$ cat config.mk
export PLATFORM = sky130hd
export DESIGN_NAME = go_back_n_sender
export DESIGN_NICKNAME = d
export VERILOG_FILES = /design/src/rtl/core/gbn_pkg.sv /design/src/rtl/core/gbn_ctrl.sv /design/src/rtl/core/gbn_dp.sv /design/src/rtl/core/go_back_n_sender.sv
export SDC_FILE = /design/constraint.sdc
export NUM_CORES = 1
export LEC_CHECK = 0
export BUFFER_PORTS_ARGS = -buffer_cell sky130_fd_sc_hd__buf_2
export CAP_MARGIN = 10
export CORE_ASPECT_RATIO = 0.6
export CORE_MARGIN = 3
export CORE_UTILIZATION = 50
export DETAILED_ROUTE_END_ITERATION = 12
export PLACE_DENSITY = 0.69
export SYNTH_ARGS = -nofsm -noshare
export SYNTH_HDL_FRONTEND = slang
export SYNTH_SLANG_ARGS = --single-unit
$ cat constraint.sdc
create_clock -name clk_i -period 10.1 [get_ports clk_i]
set_input_delay 2.02 -clock clk_i [delete_from_list [all_inputs] [get_ports clk_i]]
set_output_delay 2.02 -clock clk_i [all_outputs]
set_load 0.1 [all_outputs]
$ cat src/rtl/core/gbn_pkg.sv
`default_nettype none

package gbn_pkg;

  localparam int unsigned WindowDepth = 4;
  localparam int unsigned SlotBits    = 2;
  localparam int unsigned SeqBits     = 3;
  localparam int unsigned CntBits     = 3;
  localparam int unsigned PayloadBits = 64;
  localparam int unsigned TimerBits   = 16;
  localparam int unsigned WinCfgBits  = 3;
  localparam int unsigned CfgIdxBits  = 1;

  localparam logic [CntBits-1:0]    WindowDepthCnt = CntBits'(WindowDepth);
  localparam logic [WinCfgBits-1:0] WindowReset    = WinCfgBits'(4);
  localparam logic [TimerBits-1:0]  TimeoutReset   = TimerBits'(20);

  localparam logic [CfgIdxBits-1:0] CFG_WINDOW_SIZE   = 1'b0;
  localparam logic [CfgIdxBits-1:0] CFG_TIMEOUT_TICKS = 1'b1;

  typedef enum logic [1:0] {
    OP_SEND = 2'd0,
    OP_ACK  = 2'd1,
    OP_TICK = 2'd2,
    OP_NONE = 2'd3
  } op_e;

  typedef enum logic [1:0] {
    ACK_NONE     = 2'd0,
    ACK_ACCEPTED = 2'd1,
    ACK_CSUM_ERR = 2'd2,
    ACK_DUP      = 2'd3
  } ack_status_e;

  typedef struct packed {
    logic capture;
    logic exec;
    logic retx_emit;
  } gbn_cmd_t;

  typedef struct packed {
    logic out_free;
    logic retx_needed;
    logic retx_last;
  } gbn_status_t;

endpackage

`default_nettype wire

$ cat src/rtl/core/gbn_ctrl.sv
`default_nettype none

module gbn_ctrl (
  input  logic                 clk_i,
  input  logic                 rst_ni,
  input  logic                 in_valid_i,
  output logic                 in_stall_o,
  input  gbn_pkg::gbn_status_t status_i,
  output gbn_pkg::gbn_cmd_t    cmd_o
);
  import gbn_pkg::*;

  typedef enum logic [2:0] {
    ST_IDLE = 3'b001,
    ST_EXEC = 3'b010,
    ST_RETX = 3'b100
  } state_e;

  state_e state_q, state_d;

  always_comb begin
    state_d = state_q;
    cmd_o   = '0;
    unique case (state_q)
      ST_IDLE: begin
        if (in_valid_i) begin
          cmd_o.capture = 1'b1;
          state_d       = ST_EXEC;
        end
      end
      ST_EXEC: begin
        if (status_i.retx_needed) begin
          cmd_o.exec = 1'b1;
          state_d    = ST_RETX;
        end else if (status_i.out_free) begin
          cmd_o.exec = 1'b1;
          state_d    = ST_IDLE;
        end
      end
      ST_RETX: begin
        if (status_i.out_free) begin
          cmd_o.retx_emit = 1'b1;
          if (status_i.retx_last) begin
            state_d = ST_IDLE;
          end
        end
      end
      default: begin
        state_d = ST_IDLE;
      end
    endcase
  end

  assign in_stall_o = (state_q != ST_IDLE);

  always_ff @(posedge clk_i or negedge rst_ni) begin
    if (!rst_ni) begin
      state_q <= ST_IDLE;
    end else begin
      state_q <= state_d;
    end
  end

endmodule

`default_nettype wire

$ cat src/rtl/core/gbn_dp.sv
`default_nettype none

module gbn_dp (
  input  logic                                 clk_i,
  input  logic                                 rst_ni,
  input  gbn_pkg::gbn_cmd_t                    cmd_i,
  output gbn_pkg::gbn_status_t                 status_o,
  input  logic                                 cfg_we_i,
  input  logic [gbn_pkg::CfgIdxBits-1:0]       cfg_index_i,
  input  logic [gbn_pkg::TimerBits-1:0]        cfg_data_i,
  input  logic [1:0]                           op_i,
  input  logic [gbn_pkg::PayloadBits-1:0]      payload_i,
  input  logic [gbn_pkg::SeqBits-1:0]          ack_num_i,
  input  logic                                 ack_checksum_ok_i,
  output logic                                 out_valid_o,
  input  logic                                 out_stall_i,
  output logic                                 accepted_o,
  output logic                                 pkt_valid_o,
  output logic [gbn_pkg::SeqBits-1:0]          pkt_seq_o,
  output logic [gbn_pkg::PayloadBits-1:0]      pkt_payload_o,
  output logic                                 is_retransmit_o,
  output logic [1:0]                           ack_status_o,
  output logic [gbn_pkg::CntBits-1:0]          outstanding_o,
  output logic                                 last_o
);
  import gbn_pkg::*;

  logic [PayloadBits-1:0] store_q [WindowDepth];

  op_e                    op_q;
  logic [PayloadBits-1:0] pay_q;
  logic [SeqBits-1:0]     ack_num_q;
  logic                   ack_ok_q;

  logic [SlotBits-1:0]   head_q, head_d;
  logic [SeqBits-1:0]    base_q, base_d;
  logic [SeqBits-1:0]    next_q, next_d;
  logic [CntBits-1:0]    count_q, count_d;
  logic                  run_q, run_d;
  logic [TimerBits-1:0]  left_q, left_d;
  logic [SlotBits-1:0]   idx_q, idx_d;
  logic [WinCfgBits-1:0] win_q;
  logic [TimerBits-1:0]  tmo_q;
  logic                  out_valid_q, out_valid_d;

  logic                   out_load;
  logic                   res_accepted;
  logic                   res_pkt_valid;
  logic [SeqBits-1:0]     res_seq;
  logic [PayloadBits-1:0] res_payload;
  logic                   res_retx;
  ack_status_e            res_status;
  logic                   res_last;

  logic [CntBits-1:0]  eff_win;
  logic                send_ok;
  logic [SlotBits-1:0] wr_slot;
  logic [SlotBits-1:0] rd_slot;
  logic                store_we;
  logic [SeqBits-1:0]  ack_off;
  logic [SeqBits-1:0]  ack_n;
  logic                ack_hit;
  logic                expire;
  logic                out_free;
  logic                retx_last;

  assign eff_win   = (win_q > WindowDepthCnt) ? WindowDepthCnt : win_q;
  assign send_ok   = (count_q < eff_win);
  assign wr_slot   = head_q + count_q[SlotBits-1:0];
  assign rd_slot   = head_q + idx_q;
  assign ack_off   = ack_num_q - base_q;
  assign ack_n     = ack_off + SeqBits'(1);
  assign ack_hit   = ack_ok_q && (ack_off < count_q);
  assign expire    = run_q && (left_q <= TimerBits'(1));
  assign out_free  = !out_valid_q || !out_stall_i;
  assign retx_last = ((CntBits'(idx_q) + CntBits'(1)) == count_q);

  assign status_o.out_free    = out_free;
  assign status_o.retx_needed = (op_q == OP_TICK) && expire && (count_q != '0);
  assign status_o.retx_last   = retx_last;

  always_comb begin
    head_d        = head_q;
    base_d        = base_q;
    next_d        = next_q;
    count_d       = count_q;
    run_d         = run_q;
    left_d        = left_q;
    idx_d         = idx_q;
    store_we      = 1'b0;
    out_load      = 1'b0;
    res_accepted  = 1'b0;
    res_pkt_valid = 1'b0;
    res_seq       = '0;
    res_payload   = '0;
    res_retx      = 1'b0;
    res_status    = ACK_NONE;
    res_last      = 1'b1;

    if (cmd_i.exec) begin
      unique case (op_q)
        OP_SEND: begin
          out_load = 1'b1;
          if (send_ok) begin
            store_we = 1'b1;
            if (count_q == '0) begin
              run_d  = 1'b1;
              left_d = tmo_q;
            end
            count_d       = count_q + CntBits'(1);
            next_d        = next_q + SeqBits'(1);
            res_accepted  = 1'b1;
            res_pkt_valid = 1'b1;
            res_seq       = next_q;
            res_payload   = pay_q;
          end
        end
        OP_ACK: begin
          out_load = 1'b1;
          if (ack_hit) begin
            count_d    = count_q - ack_n;
            head_d     = head_q + ack_n[SlotBits-1:0];
            base_d     = base_q + ack_n;
            res_status = ACK_ACCEPTED;
            if (count_q != ack_n) begin
              run_d  = 1'b1;
              left_d = tmo_q;
            end else begin
              run_d  = 1'b0;
              left_d = '0;
            end
          end else if (!ack_ok_q) begin
            res_status = ACK_CSUM_ERR;
          end else begin
            res_status = ACK_DUP;
          end
        end
        OP_TICK: begin
          if (run_q) begin
            if (!expire) begin
              left_d = left_q - TimerBits'(1);
            end else begin
              run_d  = 1'b1;
              left_d = tmo_q;
            end
          end
          idx_d    = '0;
          out_load = !status_o.retx_needed;
        end
        OP_NONE: begin
          out_load = 1'b1;
        end
        default: begin
          out_load = 1'b1;
        end
      endcase
    end else if (cmd_i.retx_emit) begin
      out_load      = 1'b1;
      res_pkt_valid = 1'b1;
      res_seq       = base_q + SeqBits'(idx_q);
      res_payload   = store_q[rd_slot];
      res_retx      = 1'b1;
      res_last      = retx_last;
      idx_d         = idx_q + SlotBits'(1);
    end

    if (out_load) begin
      out_valid_d = 1'b1;
    end else if (!out_stall_i) begin
      out_valid_d = 1'b0;
    end else begin
      out_valid_d = out_valid_q;
    end
  end

  always_ff @(posedge clk_i or negedge rst_ni) begin
    if (!rst_ni) begin
      head_q      <= '0;
      base_q      <= '0;
      next_q      <= '0;
      count_q     <= '0;
      run_q       <= 1'b0;
      left_q      <= '0;
      idx_q       <= '0;
      out_valid_q <= 1'b0;
      win_q       <= WindowReset;
      tmo_q       <= TimeoutReset;
    end else begin
      head_q      <= head_d;
      base_q      <= base_d;
      next_q      <= next_d;
      count_q     <= count_d;
      run_q       <= run_d;
      left_q      <= left_d;
      idx_q       <= idx_d;
      out_valid_q <= out_valid_d;
      if (cfg_we_i) begin
        unique case (cfg_index_i)
          CFG_WINDOW_SIZE:   win_q <= cfg_data_i[WinCfgBits-1:0];
          CFG_TIMEOUT_TICKS: tmo_q <= cfg_data_i;
          default: begin
          end
        endcase
      end
    end
  end

  always_ff @(posedge clk_i) begin
    if (cmd_i.capture) begin
      op_q      <= op_e'(op_i);
      pay_q     <= payload_i;
      ack_num_q <= ack_num_i;
      ack_ok_q  <= ack_checksum_ok_i;
    end
    if (store_we) begin
      store_q[wr_slot] <= pay_q;
    end
    if (out_load) begin
      accepted_o      <= res_accepted;
      pkt_valid_o     <= res_pkt_valid;
      pkt_seq_o       <= res_seq;
      pkt_payload_o   <= res_payload;
      is_retransmit_o <= res_retx;
      ack_status_o    <= res_status;
      outstanding_o   <= count_d;
      last_o          <= res_last;
    end
  end

  assign out_valid_o = out_valid_q;

endmodule

`default_nettype wire

$ cat src/rtl/core/go_back_n_sender.sv
// A result word is loaded into the output register when its captured word executes.
// Send, ack and tick words are captured in the idle state and run in the exec state;
// a timeout that resends k stored packets then reads them one by one from the store.
// A stalled output holds the next result, so the store read port and the output
// register set the pace. Reset clears all window and timer state and loads the
// window size 4 and timeout 20; the packet store is not cleared.
`default_nettype none

module go_back_n_sender (
  input  logic                                 clk_i,
  input  logic                                 rst_ni,
  input  logic                                 in_valid_i,
  output logic                                 in_stall_o,
  input  logic [1:0]                           op_i,
  input  logic [gbn_pkg::PayloadBits-1:0]      payload_i,
  input  logic [gbn_pkg::SeqBits-1:0]          ack_num_i,
  input  logic                                 ack_checksum_ok_i,
  output logic                                 out_valid_o,
  input  logic                                 out_stall_i,
  output logic                                 accepted_o,
  output logic                                 pkt_valid_o,
  output logic [gbn_pkg::SeqBits-1:0]          pkt_seq_o,
  output logic [gbn_pkg::PayloadBits-1:0]      pkt_payload_o,
  output logic                                 is_retransmit_o,
  output logic [1:0]                           ack_status_o,
  output logic [gbn_pkg::CntBits-1:0]          outstanding_o,
  output logic                                 last_o,
  input  logic                                 cfg_valid_i,
  output logic                                 cfg_ready_o,
  input  logic [gbn_pkg::CfgIdxBits-1:0]       cfg_index_i,
  input  logic [gbn_pkg::TimerBits-1:0]        cfg_data_i
);
  import gbn_pkg::*;

  gbn_cmd_t    cmd;
  gbn_status_t status;

  assign cfg_ready_o = 1'b1;

  gbn_ctrl u_ctrl (
    .clk_i      (clk_i),
    .rst_ni     (rst_ni),
    .in_valid_i (in_valid_i),
    .in_stall_o (in_stall_o),
    .status_i   (status),
    .cmd_o      (cmd)
  );

  gbn_dp u_dp (
    .clk_i             (clk_i),
    .rst_ni            (rst_ni),
    .cmd_i             (cmd),
    .status_o          (status),
    .cfg_we_i          (cfg_valid_i && cfg_ready_o),
    .cfg_index_i       (cfg_index_i),
    .cfg_data_i        (cfg_data_i),
    .op_i              (op_i),
    .payload_i         (payload_i),
    .ack_num_i         (ack_num_i),
    .ack_checksum_ok_i (ack_checksum_ok_i),
    .out_valid_o       (out_valid_o),
    .out_stall_i       (out_stall_i),
    .accepted_o        (accepted_o),
    .pkt_valid_o       (pkt_valid_o),
    .pkt_seq_o         (pkt_seq_o),
    .pkt_payload_o     (pkt_payload_o),
    .is_retransmit_o   (is_retransmit_o),
    .ack_status_o      (ack_status_o),
    .outstanding_o     (outstanding_o),
    .last_o            (last_o)
  );

endmodule

`default_nettype wire
==> results of run 1 <==
-- synthesized netlist by cell type (5+ instances only) --
library cell  count
xor2_1            6
nand2_1          26
mux4_2           64
buf_2             9
inv_1            20
o21ai_0          15
clkbuf_1         25
xnor2_1          15
nor2_1           29
and3_1            7
ha_1             25
dfrtp_1          49
a22o_1           67
or3_1             5
nor3_1           18
a21oi_1          19
mux2_2           21
nor4_1            6
nand3_1           6
edfxtp_1        402
o21ai_1          19
-- flip-flops by register name (all words and copies together) (netlist names) --
signal and flops:
u_dp.accepted_o 1, u_dp.left_q 16, u_dp.idx_q 2, u_dp.is_retransmit_o 1
u_dp.tmo_q 16, u_dp.pay_q 64, u_dp.win_q 3, u_dp.outstanding_o 3
u_dp.op_q 2, u_dp.run_q 1, u_dp.pkt_seq_o 3, u_dp.store_q 256
u_dp.next_q 3, u_dp.last_o 1, u_dp.ack_status_o 2, u_dp.pkt_payload_o 64
u_dp.base_q 3, u_dp.pkt_valid_o 1, u_dp.out_valid_o 1, u_dp.count_q 3
u_ctrl.state_q 3, u_dp.ack_ok_q 1, u_dp.head_q 2, u_dp.ack_num_q 3
-- worst max path at each step --
| stage | from | end | slack, ps |
|---|---|---|---|
| 2_1_floorplan | out_stall_i | u_dp.store_q[0][0] | 1010 |
| 3_5_place_dp | out_stall_i | u_dp.store_q[3][55] | 5140 |
| 6_report | out_stall_i | u_dp.store_q[3][46] | 5680 |
| 3_3_place_gp | out_stall_i | u_dp.store_q[1][38] | 5200 |
| 4_1_cts | out_stall_i | u_dp.store_q[3][58] | 5700 |
| 5_1_grt | u_dp.count_q[1] | u_dp.store_q[1][58] | 5360 |
-- worst max-delay path: stages --
cell	delay, ps
buf_2	110
nand2_1	220
a21oi_2	140
nor3_2	200
buf_4	770
and3_4	970
-- cells by family after synthesis --
group | count (synthesis)
buffers and inverters | 60
AO/OA/AOI/OAI | 147
multiplexers | 87
AND/OR/NAND/NOR | 120
flip-flops | 455
XOR/XNOR | 22
other | 1
adder cells (fa/ha/maj) | 29
-- area by class of cell --
cell class / instances / area, µm²
antenna: 1 / 2.50
clock buffer: 53 / 1080
clock inverter: 19 / 146
fill: 2502 / 14000
inverter: 21 / 80.1
multi-input combinational: 406 / 4100
sequential: 455 / 13400
tap: 459 / 574
timing repair buffer: 178 / 913
-- routing by layer --
metal	vias to the layer above	global-route usage (%)
met2	308	27.8
li1	4087	-
met5	-	0
met4	0	4.60
met1	4594	28.6
met3	42	4.15
-- report_power, final --
| part | leakage, nW | internal (mW) | switching (mW) | total (mW) |
|---|---|---|---|---|
| logic | 2.18 | 0.303 | 0.430 | 0.733 |
| clock network | 0.603 | 0.808 | 0.642 | 1.45 |
| registers | 4.32 | 2.17 | 0.106 | 2.28 |
| total | 7.10 | 3.28 | 1.18 | 4.46 |
-- through the flow --
step	power, mW	std cells	setup WS (ps)	utilization [%]	instance area (µm²)
after global routing	4.65	1592	5360	59.2	20300
final	4.46	1592	5680	59.2	20300
after detailed placement	3.05	1519	5140	55.6	19100
after global placement	3.04	1519	5200	55.6	19100
after floorplan	2.86	921	1010	-	17700
after CTS	4.50	1591	5700	59.2	20300
==> metrics list, run 1 <==
- Post-CTS resize count: 0
* Headroom to the max-slew limit: 25.3%
- Insertion delay of the later-clocked pin in the worst-skew pair: 540 ps
* # port buffers: 169
- All-layer global routing usage: 18.8%
- Summing the areas of all compound-gate instances in the mapped netlist gives 6.21% of the synthesized area.
* Worst reg-to-reg path cell count: 7
- Crit end category: flip-flop
* Final critical-path share of the clock period: 43.7%
- Net count, final: 1,224
- In this run, post-CTS hold repair placed 0 buffers.
- Number of H-tree levels: 2
- Proportion of layout cells with a drive suffix above 1: 30.2%
- In this run the standard cell core region covers 34,300 µm².
* Leakage power of the design: 7.10 nW
- Summing the sequential cell areas from Yosys gives 75.7% of the chip area.
* Initial cell density of the core: 51.6%
- From bottom edge to top edge, the die measures 152 µm.
- At the pin with the least slew margin, the transition time is 1120 ps.
- The root buffer cell chosen for the clock tree is clkbuf_16.
- Number of synthesized register bits: 455
- Final-layout worst hold slack: 485 ps
- Antenna violations before repair: 1
- The initialized floorplan defines 52 standard-cell rows.
- Pin placement for this block handled 171 I/O pins.
- The worst register-to-register path ends at u_dp.store_q[3][46].
* Fin Setup TNS: 0 ps
- Most frequent standard cell in the layout excluding fill and tap cells: edfxtp_1
- Startpoint Class: input pin
* Half-perimeter wire length after placement: 20,700 µm
- The synthesized design devotes to its leading area cell type 68.2% of total area.
* Pin count of the biggest net entering global routing: 78
* Number of clock sinks: 455
- Number of endpoints with negative hold slack in the final report: 0
- After detailed routing, the total wire length is 34,900 µm.
- The routed design uses 2420 µm of met3 wire.
- Number of DRC markers in iteration 0: 828
* Largest area contributor in the netlist: edfxtp_1
- In this run the remaining antenna-violating nets after routing total 0.
- Worst Path Max Fanout: 74
* Synthesized-area fraction occupied by and/or/nand/nor cells: 3.55%
- Signed area change from the synthesized netlist to the final layout: 14.7%
- After synthesis, the largest family of logic cells by area is multiplexers.
- Max VDD drop: 0.000121 V
- TritonCTS built the clock tree.
* Cell area after technology mapping: 17,700 µm²
* Share of cell area taken by muxes after synthesis: 9.60%
- After detailed routing, the number of remaining DRC violations is 0.
- The detailed router used layers up to and including met4.
- Of the total synthesized cell area, the portion taken by XOR and XNOR cells is 1.17%.
- Setup slack on the worst reg-to-reg path comes out at 5700 ps.
- Synthesis produced 921 cells.
- Post-layout min period: 4420 ps
- Min-Delay Path Depth: 1
- Number of max-capacitance violations reported: 0
- The max-slew violation total from the final report came to 0.
* CTS buffer count: 41
- Leading register cell type out of synthesis: edfxtp_1
- The first global-routing pass estimated 54,000 µm of wire.
* Syn Nets: 1,042
- Via count: 9,031
* Residual overflow from global routing: 0
* Min-Delay Path Class: reg -> reg
* Die Span X: 249 µm
* M1 wire length: 16,500 µm
- Startpoint of the worst register-to-register path: u_dp.count_q[1]
* Clock slew seen by the registers of the worst setup and hold paths: 60 ps
- No sink is reached through more buffers than the 3 on the longest clock path.
* Distinct cell type count of the synthesized netlist: 62
- Leaving out fill and tap cells, the most frequent cells in the layout are 402 x edfxtp_1, 169 x buf_2, 67 x a22o_1, 64 x mux4_2, 49 x dfrtp_1.
- Setup repair bufs after CTS: 0
- Power spread over the standard cell area amounts to 220 nW/µm².
* Top post-synthesis cells by area: edfxtp_1 68%, mux4_2 8.1%, dfrtp_1 6.9%
- Crit Path Category: in -> reg
* Endpoint of the worst hold path: u_dp.next_q[2]
- The number of global-route vias before repair came to 9,017.
* Weighted congestion reported at the end of routability-driven placement: 0.834
- Post-DR wirelength/cell: 21.9 µm
- Result of the run: complete, no violations
- Timing would allow up to 226 MHz.
- Arrival time at the worst endpoint: 4560 ps
- Of the total synthesized cell area, the portion taken by full adders, half adders and majority gates is 2.22%.
- Total number of yosys warnings: 0
- Clock skew: 22.7 ps
* Number of vias per cell after detailed routing: 5.67
- Worst endpoint required time: 10,240 ps
* Detailed-router iteration count before antenna repair: 5
* Worst min-delay path startpoint: u_dp.next_q[2]
- The die covers 37,800 µm².
* Unrepaired setup endpoints after global routing: no
- The synthesized design contains 402 enable-type register cells.
- In the detailed route, the total length drawn on met2 is 15,400 µm.
* Post-synth ARST share: 11.6%
* Synth Area per Inst: 19.2 µm²
* Setup Viol. Count Final: 0
(Power assumes the default switching activity.)
==> run 2: changes to the inputs <==
clock period = 4.5 ns   (was 10.1 ns; I/O delays follow)
==> run 2 against run 1 <==
  * Clock skew decreased by 1.7 ps
  * Sequential power increased by 120%
  * Combinational power increased by 130%
  * Die area unchanged
  * Sequential share of layout area decreased by 1.0 points
  * Highest routed layer is now met5
==> metrics list, run 2 (same netlist as run 1, synthesis figures left out) <==
- The first global-routing pass estimated 56,800 µm of wire.
- The top cell types in the final layout, fill and taps aside, are 402 x edfxtp_1, 169 x buf_2, 67 x a22o_1, 64 x mux4_2, 49 x dfrtp_1.
* Die Span X: 249 µm
- The total overflow left after global routing is 0.
- At the pin with the least slew margin, the transition time is 981 ps.
- The routed design uses 16,700 µm of met2 wire.
- Crit Path Category: reg -> reg
* Die Height: 152 µm
* Post-DR wirelength/cell: 23.0 µm
- Combinational share of power: 16.5%
- The register with the most flip-flops in the layout has 256 of them.
* Root buffer cell: clkbuf_16
- Setup repair after global routing left no endpoint under its margin.
- Detailed routing placed a total of 2540 µm of wire on met3.
- Detailed-router iteration count before antenna repair: 5
- Setup total negative slack on the finished layout was measured at 0 ps.
- Crit end category: flip-flop
- Net switching is 26.5% of the power.
- Number of DRC markers in iteration 0: 809
* Total buffers and inverters traversed by the critical path: 3
- DRC violations left: 0
- All-layer global routing usage: 19.8%
* Pin count of the biggest net entering global routing: 65
- Number of global-route vias before repair: 9,311
- The run finished with clean final reports.
- The worst setup path is launched from a flip-flop.
- Counting I/O delays and the setup requirement, the final critical path takes 3920 ps.
* Most frequent standard cell in the layout excluding fill and tap cells: edfxtp_1
- Timing analysis after detailed placement gives a worst setup slack of 590 ps.
- CORE AREA: 34,300 µm²
* Antenna violations before repair: 4
- Half-perimeter wire length after placement: 22,500 µm
- In this run the register-to-register setup slack is 580 ps.
- Across all setup checks in the final design, the least slack found is 583 ps.
- Hold bufs inserted after CTS: 0
* Fmax: 255 MHz
- After floorplanning, the core was divided into 52 placement rows.
- Portion of total power attributed to sequential cells: 49.5%
- Relative to the synthesized area, the layout overhead comes to 16.4%.
* Post-CTS resize count: 0
* Clock slew seen by the registers of the worst setup and hold paths: 60 ps
* CTS buffer count: 41
- Setup repair bufs after CTS: 0
- Measured against its own limit, the worst slew margin works out to 34.6%.
- Leaving out filler cells and counting taps, the final layout contains 1,606.
- Maximum clock insertion buffer count: 3
- The worst path uses 87.0% of the clock period.
- Final Slew Violations: 0
- Detailed routing inserted a total of 9,224 vias.
- Data arrives at the worst endpoint at 4290 ps.
* Cell area power density: 501 nW/µm²
* Leakage power of the design: 7.25 nW
- Setup Viol. Count Final: 0
- Leading registers by flop count: u_dp.store_q (256), u_dp.pay_q (64), u_dp.pkt_payload_o (64)
- The slowest stage of the critical path is the or4_1 cell.
- Net count, final: 1,237
* Proportion of layout cells with a drive suffix above 1: 31.4%
- For the worst setup path, the data required time is 4870 ps.
- Largest delay share family, worst path: simple AND/OR/NAND/NOR gates
- The count of buffers added on input and output ports is 169.
- For the worst-skew pair, the clock arrives at the later sink with an insertion delay of 530 ps.
- In this run, the clock network consumes 34.0% of the power.
- The min-delay analysis places its worst path in the category in -> async.
- Number of endpoints with negative hold slack in the final report: 0
- Boundary Pins: 171
* Weighted congestion reported at the end of routability-driven placement: 0.828
- Worst Path Max Fanout: 28
- The clock arrives with 21.0 ps of skew.
- Net Sw Power: 2.73 mW
* Count of placed standard cells including taps: 1,532
- Wire length after detailed routing: 37,000 µm
* Ordered list of cells on the worst path: inv_1, ha_1, inv_1, fa_1, xor3_1, inv_1, ha_1, nand3b_1, a31o_2, o211ai_1, or4_1, a211oi_2, a21oi_1
* Number of vias per cell after detailed routing: 5.74
* Final antenna-violating net count: 0
- Ranked by flip-flop count, first place goes to u_dp.store_q.
- The floorplan step defined a die boundary enclosing 37,800 µm².
* Highest metal layer used by the detailed router: met5
- TritonCTS built the clock tree.
- For this configuration, the core starts out at a cell density of 51.6%.
- In this design, the stage delay of the slowest critical-path cell is 890 ps.
- Max VDD drop: 0.000315 V
- In the final routing, the length of wire on met1 measures 17,100 µm.
- The internal portion of the total power is 7.59 mW.
* Number of max-capacitance violations reported: 0
- The clock net in this run drives a total of 455 sinks.
- Number of H-tree levels: 2
* Most frequent CP cell: inv_1
==> run 2: through the flow <==
stage / power, mW / hold WS, ps / util [%] / instance area [µm²]
2_1_floorplan: 6.43 / 445 / - / 17700
3_3_place_gp: 6.85 / 463 / 56.2 / 19300
3_5_place_dp: 6.90 / 470 / 56.2 / 19300
4_1_cts: 10.4 / 337 / 60.1 / 20600
5_1_grt: 10.7 / 363 / 60.1 / 20600
6_report: 10.3 / 356 / 60.1 / 20600
==> run 2: cell type report <==
cell class                      count  area (µm²)
Timing Repair Buffer              191        1100
Tap cell                          459         574
Sequential cell                   455       13400
Fill cell                        2478       13700
Multi-Input combinational cell    406        4120
Clock inverter                     22         234
Inverter                           21        80.1
Clock buffer                       49        1100
Antenna cell                        3        7.51
==> run 2: path summary, 6_finish.rpt <==
path / to / start / cells past startpoint
worst min-delay path: u_dp.tmo_q[3] / rst_ni / 1
worst min register to register: u_dp.next_q[2] / u_dp.next_q[2] / 1
min in group clk_i: u_dp.next_q[2] / u_dp.next_q[2] / 1
worst max register to register: u_dp.left_q[1] / u_dp.ack_num_q[0] / 13
max in group asynchronous: u_ctrl.state_q[0] / rst_ni / 2
worst max-delay path: u_dp.left_q[1] / u_dp.ack_num_q[0] / 13
==> run 2: metal layers <==
layer	up-vias	GRT usage [%]
met1	4686	29.9
met2	380	30.2
met4	2	4.55
li1	4111	-
met5	-	0
met3	45	3.94
==> run 2: power groups by stage <==
stage          clock network, mW  logic [mW]  registers, mW
6_report                    3.51        1.70           5.11
5_1_grt                     3.75        1.86           5.14
4_1_cts                     3.57        1.72           5.10
3_5_place_dp                   0        1.71           5.19
3_3_place_gp                   0        1.68           5.18
2_1_floorplan                  0        1.14           5.29
